[src/rtl/mrs_pkg.sv]
// ----------------------------------------------------------------------------
// mrs_pkg: shared definitions for the Morton rectangle scanner
// Widths, register indexes and the bit interleave helpers used by the
// scanner core and its next-cell search.
// ----------------------------------------------------------------------------
package mrs_pkg;

  // largest rectangle side; local coordinates stay below it
  localparam int MaxSide = 1024;
  localparam int CoordW  = $clog2(MaxSide);
  localparam int MortW   = 2 * CoordW;

  // fixed field widths
  localparam int LenW    = 11;
  localparam int PointW  = 32;
  localparam int CfgIdxW = 2;
  localparam int CfgDatW = 32;

  // configuration register indexes
  typedef enum logic [CfgIdxW-1:0] {
    RegYOffset = 2'd0,
    RegZOffset = 2'd1,
    RegYLength = 2'd2,
    RegZLength = 2'd3
  } mrs_reg_e;

  // interleave y into even bits and z into odd bits
  function automatic logic [MortW-1:0] mrs_interleave(logic [CoordW-1:0] y,
                                                      logic [CoordW-1:0] z);
    logic [MortW-1:0] r;
    r = '0;
    for (int i = 0; i < CoordW; i++) begin
      r[2*i]   = y[i];
      r[2*i+1] = z[i];
    end
    return r;
  endfunction

  // pull one coordinate back out of an index (lane 0 is y, lane 1 is z)
  function automatic logic [CoordW-1:0] mrs_gather(logic [MortW-1:0] m, logic lane);
    logic [CoordW-1:0] r;
    r = '0;
    for (int i = 0; i < CoordW; i++) begin
      r[i] = lane ? m[2*i+1] : m[2*i];
    end
    return r;
  endfunction

endpackage

[src/rtl/morton_rectangle_scan.sv]
// ----------------------------------------------------------------------------
// morton_rectangle_scan: Z-order address generator for a rectangle
// Visits every cell of a y_length by z_length rectangle in Morton order
// (y is the fast direction) and emits offset plus local coordinates.
// ----------------------------------------------------------------------------
// Usage:
//   cfg channel writes y_offset, z_offset, y_length, z_length by index; it is
//   always ready and should be used only while no request is in flight.
//   Each slave beat is one request (tdata bit 0 = restart); each request gives
//   exactly one master beat carrying the point and tlast on the final cell.
//   A request after the final cell, or with restart set, gives the first cell.
// Timing:
//   two register stages (request register, result register): each request
//   is held in both in turn. One request per cycle is sustained while the
//   master side does not stall; the next cell search is combinational on
//   the stored Morton position, so back-to-back requests run at full rate.
// Reset:
//   registers return to offsets 0 and lengths 1, the scan is marked fresh.
// Stall:
//   a held result stalls the request stage; one more request is still taken
//   into the request register before tready drops.
// ----------------------------------------------------------------------------
module morton_rectangle_scan
  import mrs_pkg::*;
(
  input  logic                clk_i,
  input  logic                rst_ni,
  // configuration write channel
  input  logic                cfg_valid_i,
  output logic                cfg_ready_o,
  input  logic [CfgIdxW-1:0]  cfg_index_i,
  input  logic [CfgDatW-1:0]  cfg_data_i,
  // request stream
  input  logic                s_axis_tvalid,
  output logic                s_axis_tready,
  input  logic [7:0]          s_axis_tdata,   // [0] restart, [7:1] zero
  // point stream
  output logic                m_axis_tvalid,
  input  logic                m_axis_tready,
  output logic [2*PointW-1:0] m_axis_tdata,   // [31:0] point_y, [63:32] point_z
  output logic                m_axis_tlast    // is_last
);

  // configuration registers
  logic [PointW-1:0] y_offset_q, z_offset_q;
  logic [LenW-1:0]   y_length_q, z_length_q;

  // request stage
  logic in_valid_q, in_valid_d;
  logic restart_q;

  // scan state
  logic [MortW-1:0] pos_q, pos_d;
  logic             fresh_q, fresh_d;

  // result stage
  logic              out_valid_q, out_valid_d;
  logic [PointW-1:0] point_y_q, point_y_d;
  logic [PointW-1:0] point_z_q, point_z_d;
  logic              last_q, last_d;

  logic              out_free;
  logic              adv;
  logic              in_acc;
  logic [CoordW-1:0] y_max, z_max;
  logic [MortW-1:0]  last_pos;
  logic [MortW-1:0]  next_pos;
  logic [MortW-1:0]  sel_pos;

  // handshakes
  assign cfg_ready_o   = 1'b1;
  assign out_free      = !out_valid_q || m_axis_tready;
  assign adv           = in_valid_q && out_free;
  assign s_axis_tready = !in_valid_q || out_free;
  assign in_acc        = s_axis_tvalid && s_axis_tready;

  // configuration writes
  always_ff @(posedge clk_i or negedge rst_ni) begin
    if (!rst_ni) begin
      y_offset_q <= '0;
      z_offset_q <= '0;
      y_length_q <= LenW'(1);
      z_length_q <= LenW'(1);
    end else if (cfg_valid_i && cfg_ready_o) begin
      case (mrs_reg_e'(cfg_index_i))
        RegYOffset: y_offset_q <= cfg_data_i;
        RegZOffset: z_offset_q <= cfg_data_i;
        RegYLength: y_length_q <= cfg_data_i[LenW-1:0];
        RegZLength: z_length_q <= cfg_data_i[LenW-1:0];
        default: ;
      endcase
    end
  end

  // effective maximum local coordinate, length clamped to 1..MaxSide
  always_comb begin
    if (y_length_q == '0) begin
      y_max = '0;
    end else if (32'(y_length_q) > 32'(MaxSide)) begin
      y_max = CoordW'(MaxSide - 1);
    end else begin
      y_max = CoordW'(y_length_q - LenW'(1));
    end
    if (z_length_q == '0) begin
      z_max = '0;
    end else if (32'(z_length_q) > 32'(MaxSide)) begin
      z_max = CoordW'(MaxSide - 1);
    end else begin
      z_max = CoordW'(z_length_q - LenW'(1));
    end
  end

  assign last_pos = mrs_interleave(y_max, z_max);

  // next cell search
  mrs_next u_next (
    .pos_i   (pos_q),
    .y_max_i (y_max),
    .z_max_i (z_max),
    .next_o  (next_pos)
  );

  // position chosen for the request at the head of the pipe
  always_comb begin
    if (restart_q || fresh_q || pos_q >= last_pos) begin
      sel_pos = '0;
    end else begin
      sel_pos = next_pos;
    end
  end

  // next values for state and result
  always_comb begin
    in_valid_d  = in_valid_q;
    pos_d       = pos_q;
    fresh_d     = fresh_q;
    out_valid_d = out_valid_q;
    point_y_d   = point_y_q;
    point_z_d   = point_z_q;
    last_d      = last_q;
    if (out_free) begin
      out_valid_d = 1'b0;
    end
    if (adv) begin
      in_valid_d  = 1'b0;
      pos_d       = sel_pos;
      fresh_d     = 1'b0;
      out_valid_d = 1'b1;
      point_y_d   = y_offset_q + PointW'(mrs_gather(sel_pos, 1'b0));
      point_z_d   = z_offset_q + PointW'(mrs_gather(sel_pos, 1'b1));
      last_d      = (sel_pos == last_pos);
    end
    if (in_acc) begin
      in_valid_d = 1'b1;
    end
  end

  // control registers
  always_ff @(posedge clk_i or negedge rst_ni) begin
    if (!rst_ni) begin
      in_valid_q  <= 1'b0;
      out_valid_q <= 1'b0;
      pos_q       <= '0;
      fresh_q     <= 1'b1;
    end else begin
      in_valid_q  <= in_valid_d;
      out_valid_q <= out_valid_d;
      pos_q       <= pos_d;
      fresh_q     <= fresh_d;
    end
  end

  // payload registers
  always_ff @(posedge clk_i) begin
    if (in_acc) begin
      restart_q <= s_axis_tdata[0];
    end
    point_y_q <= point_y_d;
    point_z_q <= point_z_d;
    last_q    <= last_d;
  end

  // outputs
  assign m_axis_tvalid = out_valid_q;
  assign m_axis_tdata  = {point_z_q, point_y_q};
  assign m_axis_tlast  = last_q;

endmodule

[src/rtl/mrs_next.sv]
// ----------------------------------------------------------------------------
// mrs_next: next in-range Morton index
// For every zero bit k of the current index the aligned block that starts by
// setting bit k and clearing the bits below is a candidate; its first cell is
// inside the rectangle exactly when the block holds any inside cell. The
// lowest such k gives the next index.
// ----------------------------------------------------------------------------
module mrs_next
  import mrs_pkg::*;
(
  input  logic [MortW-1:0]  pos_i,
  input  logic [CoordW-1:0] y_max_i,
  input  logic [CoordW-1:0] z_max_i,
  output logic [MortW-1:0]  next_o
);

  logic [MortW-1:0] cand  [MortW];
  logic [MortW-1:0] hit;

  // one candidate block per bit position
  always_comb begin
    logic [MortW-1:0] bit_k;
    for (int k = 0; k < MortW; k++) begin
      bit_k   = MortW'(1) << k;
      cand[k] = (pos_i | bit_k) & ~(bit_k - MortW'(1));
      hit[k]  = !pos_i[k] &&
                (mrs_gather(cand[k], 1'b0) <= y_max_i) &&
                (mrs_gather(cand[k], 1'b1) <= z_max_i);
    end
  end

  // lowest hitting position wins
  always_comb begin
    next_o = '0;
    for (int k = MortW - 1; k >= 0; k--) begin
      if (hit[k]) begin
        next_o = cand[k];
      end
    end
  end

endmodule

[config.mk]
export PLATFORM = sky130hd
export DESIGN_NAME = morton_rectangle_scan
export DESIGN_NICKNAME = d
export VERILOG_FILES = /design/src/rtl/mrs_pkg.sv /design/src/rtl/morton_rectangle_scan.sv /design/src/rtl/mrs_next.sv
export SDC_FILE = /design/constraint.sdc
export NUM_CORES = 1
export LEC_CHECK = 0
export ABC_AREA = 1
export CAP_MARGIN = 0
export CORE_MARGIN = 1
export CORE_UTILIZATION = 26
export CTS_BUF_LIST = sky130_fd_sc_hd__clkbuf_2 sky130_fd_sc_hd__clkbuf_4 sky130_fd_sc_hd__clkbuf_8
export CTS_CLUSTER_SIZE = 30
export DETAILED_ROUTE_END_ITERATION = 6
export DONT_BUFFER_PORTS = 1
export GPL_TIMING_DRIVEN = 0
export PLACE_DENSITY = 0.49
export RECOVER_POWER = 100
export SKIP_CTS_REPAIR_TIMING = 1
export SLEW_MARGIN = 20
export SYNTH_ARGS = -nofsm -noshare
export SYNTH_HDL_FRONTEND = slang
export SYNTH_SLANG_ARGS = --single-unit
export TNS_END_PERCENT = 1
[constraint.sdc]
create_clock -name clk_i -period 15.66 [get_ports clk_i]
set_clock_uncertainty 0.2 [all_clocks]
set_input_delay 0.783 -clock clk_i [delete_from_list [all_inputs] [get_ports clk_i]]
set_output_delay 0.783 -clock clk_i [all_outputs]
set_load 0.01 [all_outputs]
# [Word-level counts from Yosys, hierarchy flattened]
# Index checks and enable logic that the tools add are counted.
# Widths: inputs -> output; s select.
[totals] register_bits=175 in_bits=47 output_inout_bits=68 elab_cells=169
[classes] addsub=4 order_cmp=43 eq_ne=4 muxes=29 reduce_logical=77
[op_table] op="$mux 20" count=21
[op_table] op="$le 10x10->1" count=37
[op_table] op="$add 32x10->32" count=2
[op_table] op="$logic_and 1x1->1" count=42
[op_table] op="$mux 10" count=4
[op_table] op="$gt 11x11->1 const B" count=2
[op_table] op="$logic_not 1->1" count=22
[op_table] op="$logic_not 11->1" count=2
[op_table] op="$eq 20x20->1" count=1
[op_table] op="$ge 20x20->1" count=1
[op_table] op="$le 10x10->1 const A" count=2
[op_table] op="$sub 10x1->10 const B" count=2
[op_table] op="$le 1x10->1 const A" count=1
[op_table] op="$reduce_and 2->1" count=4
[op_table] op="$eq 2x2->1 const B" count=2
[op_table] op="$logic_or 1x1->1" count=4
[op_table] op="$mux 1" count=4
[op_table] op="$reduce_bool 2->1" count=2
[op_table] op="$eq 2x1->1 const B" count=1
[op_table] op="$logic_not 2->1" count=1

# [Depth between registers and ports, before layout]
# Gate-level depths: netlist of the first run.
[logic_depth] depth_word=28 mapped_depth=42 depth_no_buf=42

# [Modules after synthesis]
# Synthesis of the first run repeated with hierarchy kept, for this count alone.
[hier_totals] hier_cells=1557 area_unflattened_um2=11718.7
[by_module_without_submodules] mod="morton_rectangle_scan" instances=1 cells_per_inst=1141 area_per_inst_um2=9676.8 seq_area_each_um2=4713.3
[by_module_without_submodules] mod="mrs_next" instances=1 cells_per_inst=416 area_per_inst_um2=2042.0 seq_area_each_um2=0.0

# [Worst setup path before layout of the first run]
# Ideal clock, no wire load.
[synth_path] path_kind="register to register" from="register z_length_q[0]" to="register point_y_q[30] (data pin)" setup_time_ps=258 arrival_time_ps=5510 required_time_ps=15202 setup_slack_ps=9692 stages_incl_launch_ff=42 n_path_buf=1 synth_period_minus_slack_ps=5968 cell_sequence="dfstp_2 inv_1 ha_1 nand2_2 nor2_4 nand2_1 nand2_2 buf_6 o211ai_1 nand2_1 ha_1 nand2_2 inv_1 nand2_1 nand3_1 nor2_1 inv_1 a21oi_1 [... 6 more ...] nand3_1 inv_1 ha_1 nand3_1 nand2_1 a21o_1 a21oi_1 o21ai_0 nand3_1 nand2_1 nand3_1 nor2_1 nand4_1 nor2_1 nand2_1 inv_1 nand3_1 xor2_1"
[synth_between] elab_chain_len=26 word_cells_on_any_way=66 classes_between="add/sub (2); order compare (21); mux (22); reduce/logical (21)"
[synth_rtl] item="from (decl)" line="morton_rectangle_scan.sv:46" source="logic [LenW-1:0] y_length_q, z_length_q;"
[synth_rtl] item="from (signal assigned)" line="morton_rectangle_scan.sv:83" source="z_length_q <= LenW'(1);"
[synth_rtl] item="from (signal assigned)" line="morton_rectangle_scan.sv:89" source="RegZLength: z_length_q <= cfg_data_i[LenW-1:0];"
[synth_rtl] item="$sub 10x1->10 / $gt 11x11->1 (equally long branches)" line="morton_rectangle_scan.sv:109, morton_rectangle_scan.sv:106"
[synth_rtl] item="$mux 10" line="morton_rectangle_scan.sv:106" source="end else if (32'(z_length_q) > 32'(MaxSide)) begin"
[synth_rtl] item="$mux 10 (*)" line="morton_rectangle_scan.sv:104" source="if (z_length_q == '0) begin"
[synth_rtl] item="$le 10x10->1" line="mrs_next.sv:28" source="(mrs_gather(cand[k], 1'b1) <= z_max_i);"
[synth_rtl] item="$logic_and 1x1->1" line="mrs_next.sv:27" source="(mrs_gather(cand[k], 1'b0) <= y_max_i) &&"
[synth_rtl] item="$mux 20 (19 in series)" line="mrs_next.sv:36" source="if (hit[k]) begin"
[synth_rtl] item="$mux 20 (*)" line="morton_rectangle_scan.sv:125" source="if (restart_q || fresh_q || pos_q >= last_pos) begin"
[synth_rtl] item="named net sel_pos[6]" line="morton_rectangle_scan.sv:68" source="logic [MortW-1:0] sel_pos;"
[synth_rtl] item="$add 32x10->32 (*)" line="morton_rectangle_scan.sv:149" source="point_y_d = y_offset_q + PointW'(mrs_gather(sel_pos, 1'b0));"
[synth_rtl] item="to (signal assigned)" line="morton_rectangle_scan.sv:178" source="point_y_q <= point_y_d;"
[synth_rtl] item="to (decl)" line="morton_rectangle_scan.sv:58" source="logic [PointW-1:0] point_y_q, point_y_d;"
# Mark *: on every way through the listed nets, which the timed path passes. The rest lies on a longest branch.
# A chain may end at the register's enable or synchronous reset.

# [Worst setup path after layout of the first run]
[layout_path] from="register z_length_q[0]" to="register point_z_q[31] (data pin)"
[layout_between] word_cells_on_any_way=69 classes_between="add/sub (2); order compare (22); mux (23); reduce/logical (22)"
[layout_rtl] item="$sub 10x1->10 / $gt 11x11->1 (equally long branches)" line="morton_rectangle_scan.sv:109, morton_rectangle_scan.sv:106"
[layout_rtl] item="$mux 10" line="morton_rectangle_scan.sv:106"
[layout_rtl] item="$mux 10 (*)" line="morton_rectangle_scan.sv:104"
[layout_rtl] item="$le 10x10->1" line="mrs_next.sv:28"
[layout_rtl] item="$logic_and 1x1->1" line="mrs_next.sv:27"
[layout_rtl] item="$mux 20 (19 in series)" line="mrs_next.sv:36"
[layout_rtl] item="$mux 20 (*)" line="morton_rectangle_scan.sv:125"
[layout_rtl] item="named net sel_pos[5]" line="morton_rectangle_scan.sv:68"
[layout_rtl] item="$add 32x10->32 (*)" line="morton_rectangle_scan.sv:150" source="point_z_d = z_offset_q + PointW'(mrs_gather(sel_pos, 1'b1));"
[layout_rtl] item="to (signal assigned)" line="morton_rectangle_scan.sv:179" source="point_z_q <= point_z_d;"
[layout_rtl] item="to (decl)" line="morton_rectangle_scan.sv:59" source="logic [PointW-1:0] point_z_q, point_z_d;"
# Marks and branches as above.

==> summary.md, run 1 <==
| Metric | Value |
|---|---|
| Switching share of power | `39.70%` |
| ANT nets after route | `0` |
| DRT Pass-1 Iters | `7` |
| MaxCap Viol Count | `2` |
| CP dominant cell by count | `nand2_1` |
| Comb power frac | `27.0%` |
| Status | `finished, violations left` |
| Setup crit end kind | `register` |
| GR peak layer | `met2` |
| Yosys reg bits | `175` |
| Crit Path Class | `register to register` |
| Hold path depth | `0` |
| Final Cell Area | `11900 um2` |
| Worst setup path startpoint | `z_length_q[0]` |
| DRC viols | `13` |
| Layout area overhead | `8.959%` |
| Cell-internal power | `0.7959 mW` |
| Final number of hold-violating endpoints | `0` |
| Die area | `42830 um2` |
| Fmax | `110.3 MHz` |
| Die H | `207.0 um` |
| Failing checks | `design-rule violations, max-capacitance violations, max-slew violations` |
| Cells after synthesis | `1376` |
| CP startpoint kind | `register` |
| Vias in the first global route | `8843` |
| R2R cell count | `39` |
| Worst slew pin tran | `6149 ps` |
| Crit Path Max Fanout | `10` |
| M3 GR Usage | `2.119%` |
| Post-synth EDFFs | `66` |
| Peak supply drop | `54.41 uV` |
| Die W | `207.0 um` |
| Max_slew headroom | `-309.9%` |
| FP Rows | `74` |
| Met1 usage | `18.20%` |
| CP endpoint | `point_z_q[31]` |
| Worst skew pair latency | `520 ps` |
| Net Switching | `0.5240 mW` |
| Yosys cell types | `45` |
| Reg2reg start | `z_length_q[0]` |
| Placed instance area | `11610 um2` |
| Worst Path Required | `15710 ps` |
| Avg WL per Cell | `16.41 um` |
| R2R Setup Slk | `6590 ps` |
| Ys flop type | `dfrtp_1` |
| ANT cells | `0` |
| H-tree levels | `4` |
| Nets@finish | `1491` |
| Worst r2r dst | `point_z_q[31]` |
| YS warnings | `0` |
| Clk sinks | `175` |
| Count of pins over their slew limit | `153` |
| Post-Syn Nets | `1470` |
| Clk root buf | `clkbuf_8` |
| Antenna violations before repair | `2` |
| Total grt overflow | `0` |
| Critical path's slowest cell | `o21ai_0` |
| Core Region | `41110 um2` |
| Hold Path Class | `input pin to register` |
| Total CTS buffers | `17` |
| LEAKAGE | `5.703 nW` |
| Post-synthesis sequential area ratio | `43.16%` |
| Drt via density | `4.610` |
| Average cell area after synthesis | `7.937 um2` |
| Global-route wire length before repair | `49580 um` |
| Clock network fraction of design power | `24.9%` |
| Setup_tns | `0 ps` |
| Power Density | `110.9 nW/um2` |
| Asr flop ratio synth | `62.29%` |
| Setup Viol. Count Final | `0` |
| Met2 Use GR | `27.55%` |
| Final period demand of the worst path | `9069 ps` |
| Slowest stage delay, CP | `520 ps` |
| Tcrit/Tclk final | `57.91%` |
| Synth Cell Area | `10920 um2` |
| GPL Wtd Cong | `0.9012` |
| Crit path arrival time | `9110 ps` |
| Layout fillers | `4493` |
| Initial core utilization | `26.57%` |
| Post-DP HPWL | `25630 um` |
| PortBufs | `0` |
| Sequential Power Share | `48.1%` |
| Clock-pin slew on the worst setup and hold paths | `110 ps` |
| RSZ-0062 raised after global routing | `false` |
| Initial DRC count | `525` |
| Largest net degree at the start of global routing | `110` |
| Clock tree buffer depth | `2` |
| TritonCTS clock tree | `yes` |
| Vias | `8953` |
| Fraction of layout cells with a size suffix above 1 | `7.872%` |
| # IOs | `115` |
| PnR Total Power | `1.320 mW` |
| Commonest cells after routing, fill and taps aside | `nand2_1, inv_1, o21ai_0` |
| Final WL | `31870 um` |
| Most common cell after layout, fill and taps aside | `nand2_1` |
| Total GRT Usage | `15.30%` |
## worst min-delay path by stage
| stage | startpoint | endpoint | slack (ps) |
|---|---|---|---|
| global route | s_axis_tdata[0] | restart_q | 140 |
| CTS | rst_ni | pos_q[9] | -300 |
| detailed placement | fresh_q | fresh_q | 240 |
| floorplan | fresh_q | fresh_q | 220 |
| global placement | fresh_q | fresh_q | 230 |
| finish | s_axis_tdata[0] | restart_q | 170 |
## layout make-up
type / count / area (um2) / share of cell area [%]
clock inverters: 15 / 163.9 / 1.377
plain buffers: 27 / 136.4 / 1.146
multi-input cells: 963 / 5186 / 43.58
inverters: 211 / 793.3 / 6.666
flip-flops and latches: 175 / 4713 / 39.61
repair buffers: 2 / 7.507 / 0.06308
clock buffers: 17 / 234.0 / 1.966
well taps: 532 / 665.6 / 5.594
## through the flow
step                worst slack, ps  utilization, %  hold slack, ps  std cells
floorplan                      9692               -           224.2       1376
global placement               7969           28.19           231.5       1908
detailed placement             7923           28.24           239.0       1909
CTS                            7881           29.21          -298.5       1941
global route                   5782           28.95           138.0       1942
finish                         6591           28.95           170.8       1942
## flip-flops by register name (all words and copies together), names as in the netlist
| name | flops |
|---|---|
| fresh_q | 1 |
| in_valid_q | 1 |
| m_axis_tvalid | 1 |
| y_offset_q | 32 |
| point_y_q | 32 |
| point_z_q | 32 |
| m_axis_tlast | 1 |
| z_length_q | 11 |
| y_length_q | 11 |
| restart_q | 1 |
| z_offset_q | 32 |
| pos_q | 20 |
## per-layer routing
layer  vias to the layer above  part of all wire, %
li1                       4517                    -
met1                      4202                   43
met2                       185                   50
met3                        49                  3.7
met4                         0                  2.9
met5                         -                    0
## power by group through the flow
stage / sequential (mW) / clock [mW] / combinational [mW]
2_1_floorplan: 0.625 / 0 / 0.267
3_5_place_dp: 0.643 / 0 / 0.360
6_report: 0.635 / 0.329 / 0.356
3_3_place_gp: 0.645 / 0 / 0.355
4_1_cts: 0.634 / 0.343 / 0.362
5_1_grt: 0.647 / 0.357 / 0.408
## synthesized netlist by cell type (11+ instances only)
cell type,instances,share of area [%]
clkbuf_1,21,0.72
nand3_1,93,4.3
nand2_2,27,1.5
inv_1,203,7.0
nor2_4,11,1.1
nand3_2,17,1.6
a21oi_1,43,2.0
ha_1,45,5.2
nor3_1,11,0.50
nand2_1,335,12
dfrtp_1,106,24
xor2_1,39,3.1
o21ai_0,130,6.0
xnor2_1,23,1.8
nand4_1,32,1.8
nor2_1,99,3.4
nor2_2,13,0.74
edfxtp_1,66,18
## worst max-delay path: cells and delay by family, from the launching register on
family                   cells  cell delay [ps]
AND/OR/NAND/NOR             24             4610
buffers and inverters        4              800
AO/OA/AOI/OAI                7             1800
adder cells (fa/ha/maj)      3              880
XOR/XNOR                     1              110
flip-flops                   1              400
## kinds of logic after synthesis
kind of cell             Yosys count  synth area share [%]
AND/OR/NAND/NOR                  657                 28.25
buffers and inverters            238                 8.569
AO/OA/AOI/OAI                    196                 9.497
flip-flops                       175                 43.15
XOR/XNOR                          62                 4.972
adder cells (fa/ha/maj)           47                 5.522
other                              1               0.03434
Power figures use the tool's default switching activity.
==> run 2: changes to the inputs <==
- clock period: 15.66 -> 9.5 ns (I/O delays scaled with it)
==> summary.md, run 2 (same netlist as run 1, synthesis figures left out) <==
| Metric | Value |
|---|---|
| Largest net degree at the start of global routing | `110` |
| Hold Path Class | `input pin to register` |
| Final WL | `32110 um` |
| GPL Wtd Cong | `0.9012` |
| Power Density | `179.8 nW/um2` |
| Nets@finish | `1515` |
| Core Util, Final | `29.59%` |
| H-tree levels | `4` |
| Count of pins over their slew limit | `153` |
| Setup_tns | `0 ps` |
| Slowest stage delay, CP | `430 ps` |
| Total GRT Usage | `15.30%` |
| Min Hold Slack | `18.53 ps` |
| Place WS | `1763 ps` |
| Avg WL per Cell | `16.33 um` |
| RSZ-0062 raised after global routing | `false` |
| Clock-pin slew on the worst setup and hold paths | `110 ps` |
| Layout area overhead | `11.36%` |
| Worst slew pin tran | `6187 ps` |
| CP dominant cell by count | `nand2_1` |
| Clk root buf | `clkbuf_8` |
| ANT cells | `0` |
| Initial DRC count | `517` |
| Layout fillers | `4463` |
| Clock tree buffer depth | `2` |
| Status | `finished, violations left` |
| Commonest cells after routing, fill and taps aside | `nand2_1, inv_1, o21ai_0` |
| Critical path's slowest cell | `nor2_1` |
| Final number of hold-violating endpoints | `0` |
| Placed instance area | `11610 um2` |
| LEAKAGE | `5.809 nW` |
| Setup Viol. Count Final | `0` |
| Crit path arrival time | `8250 ps` |
| Core Region | `41110 um2` |
| Tcrit/Tclk final | `86.42%` |
| # IOs | `115` |
| Total CTS buffers | `17` |
| Max_slew headroom | `-312.5%` |
| Final period demand of the worst path | `8210 ps` |
| Worst Path Required | `9540 ps` |
| Global-route wire length before repair | `49580 um` |
| Post-DP HPWL | `25630 um` |
| DRC viols | `15` |
| Worst setup path startpoint | `z_length_q[0]` |
| Worst skew pair latency | `510 ps` |
| PortBufs | `0` |
| Fmax | `121.8 MHz` |
| Non-filler cells, final | `1966` |
| Fraction of layout cells with a size suffix above 1 | `7.950%` |
| Total grt overflow | `0` |
| Die W | `207.0 um` |
| Hold Startpoint | `cfg_data_i[19]` |
| Antenna violations before repair | `2` |
| Vias in the first global route | `8843` |
| Most common cell after layout, fill and taps aside | `nand2_1` |
| Die H | `207.0 um` |
| PnR Total Power | `2.187 mW` |
| Clk sinks | `175` |
| FP Rows | `74` |
| DRT Pass-1 Iters | `7` |
| Reg2reg start | `z_length_q[0]` |
| ANT nets after route | `0` |
| Crit Path Class | `register to register` |
| Failing checks | `design-rule violations, max-capacitance violations, max-slew violations` |
| Die area | `42830 um2` |
| Vias | `9038` |
| Placed cell count | `1909` |
| MaxCap Viol Count | `2` |
| TritonCTS clock tree | `yes` |
| Peak supply drop | `88.60 uV` |
| Setup crit end kind | `register` |
| Final Cell Area | `12160 um2` |
| Final WS setup | `1290 ps` |
| Drt via density | `4.597` |
| Initial core utilization | `26.57%` |
| CP startpoint kind | `register` |
| Crit Path Max Fanout | `10` |
==> run 2: path summary, 6_finish.rpt <==
| kind | to | slack, ps | depth (start not counted) |
|---|---|---|---|
| setup / recovery | point_z_q[31] | 1290 | 39 |
| hold / removal | z_offset_q[19] | 20 | 2 |
| setup reg to reg | point_z_q[31] | 1290 | 39 |
| hold reg to reg | fresh_q | 250 | 2 |
| max in group asynchronous | pos_q[0] | 3010 | 2 |
| min in group asynchronous | z_offset_q[16] | 2630 | 2 |
==> run 2: layout make-up <==
cell class	instances	area [um2]	share of cell area, %
timing repair buffer	26	247.7	2.037
multi-input combinational	963	5201	42.76
inverter	211	793.3	6.522
sequential	175	4713	38.75
clock inverter	15	163.9	1.348
clock buffer	17	234.0	1.924
buffer	27	143.9	1.183
tap	532	665.6	5.473
==> run 2: power by group <==
part	leakage [nW]	internal (mW)	switching, mW	total (mW)
clock network	0.202	0.201	0.341	0.542
logic	3.58	0.190	0.409	0.599
registers	2.02	0.929	0.118	1.05
total	5.81	1.32	0.868	2.19
==> run 2: worst max-delay path, delay by kind of cell (launching register included) <==
kind	cells	cell delay, ps
simple gates	24	4390
buf+inv	4	490
fa+ha+maj	3	870
xor+xnor	1	110
flops	1	400
compound gates	7	1430
==> run 2: layer usage <==
metal / vias to the layer above / part of all wire, % / track usage [%]
met2: 177 / 50 / 27.55
li1: 4561 / - / -
met5: - / 0 / 0
met1: 4250 / 43 / 18.20
met4: 0 / 2.9 / 6.100
met3: 50 / 3.4 / 2.119
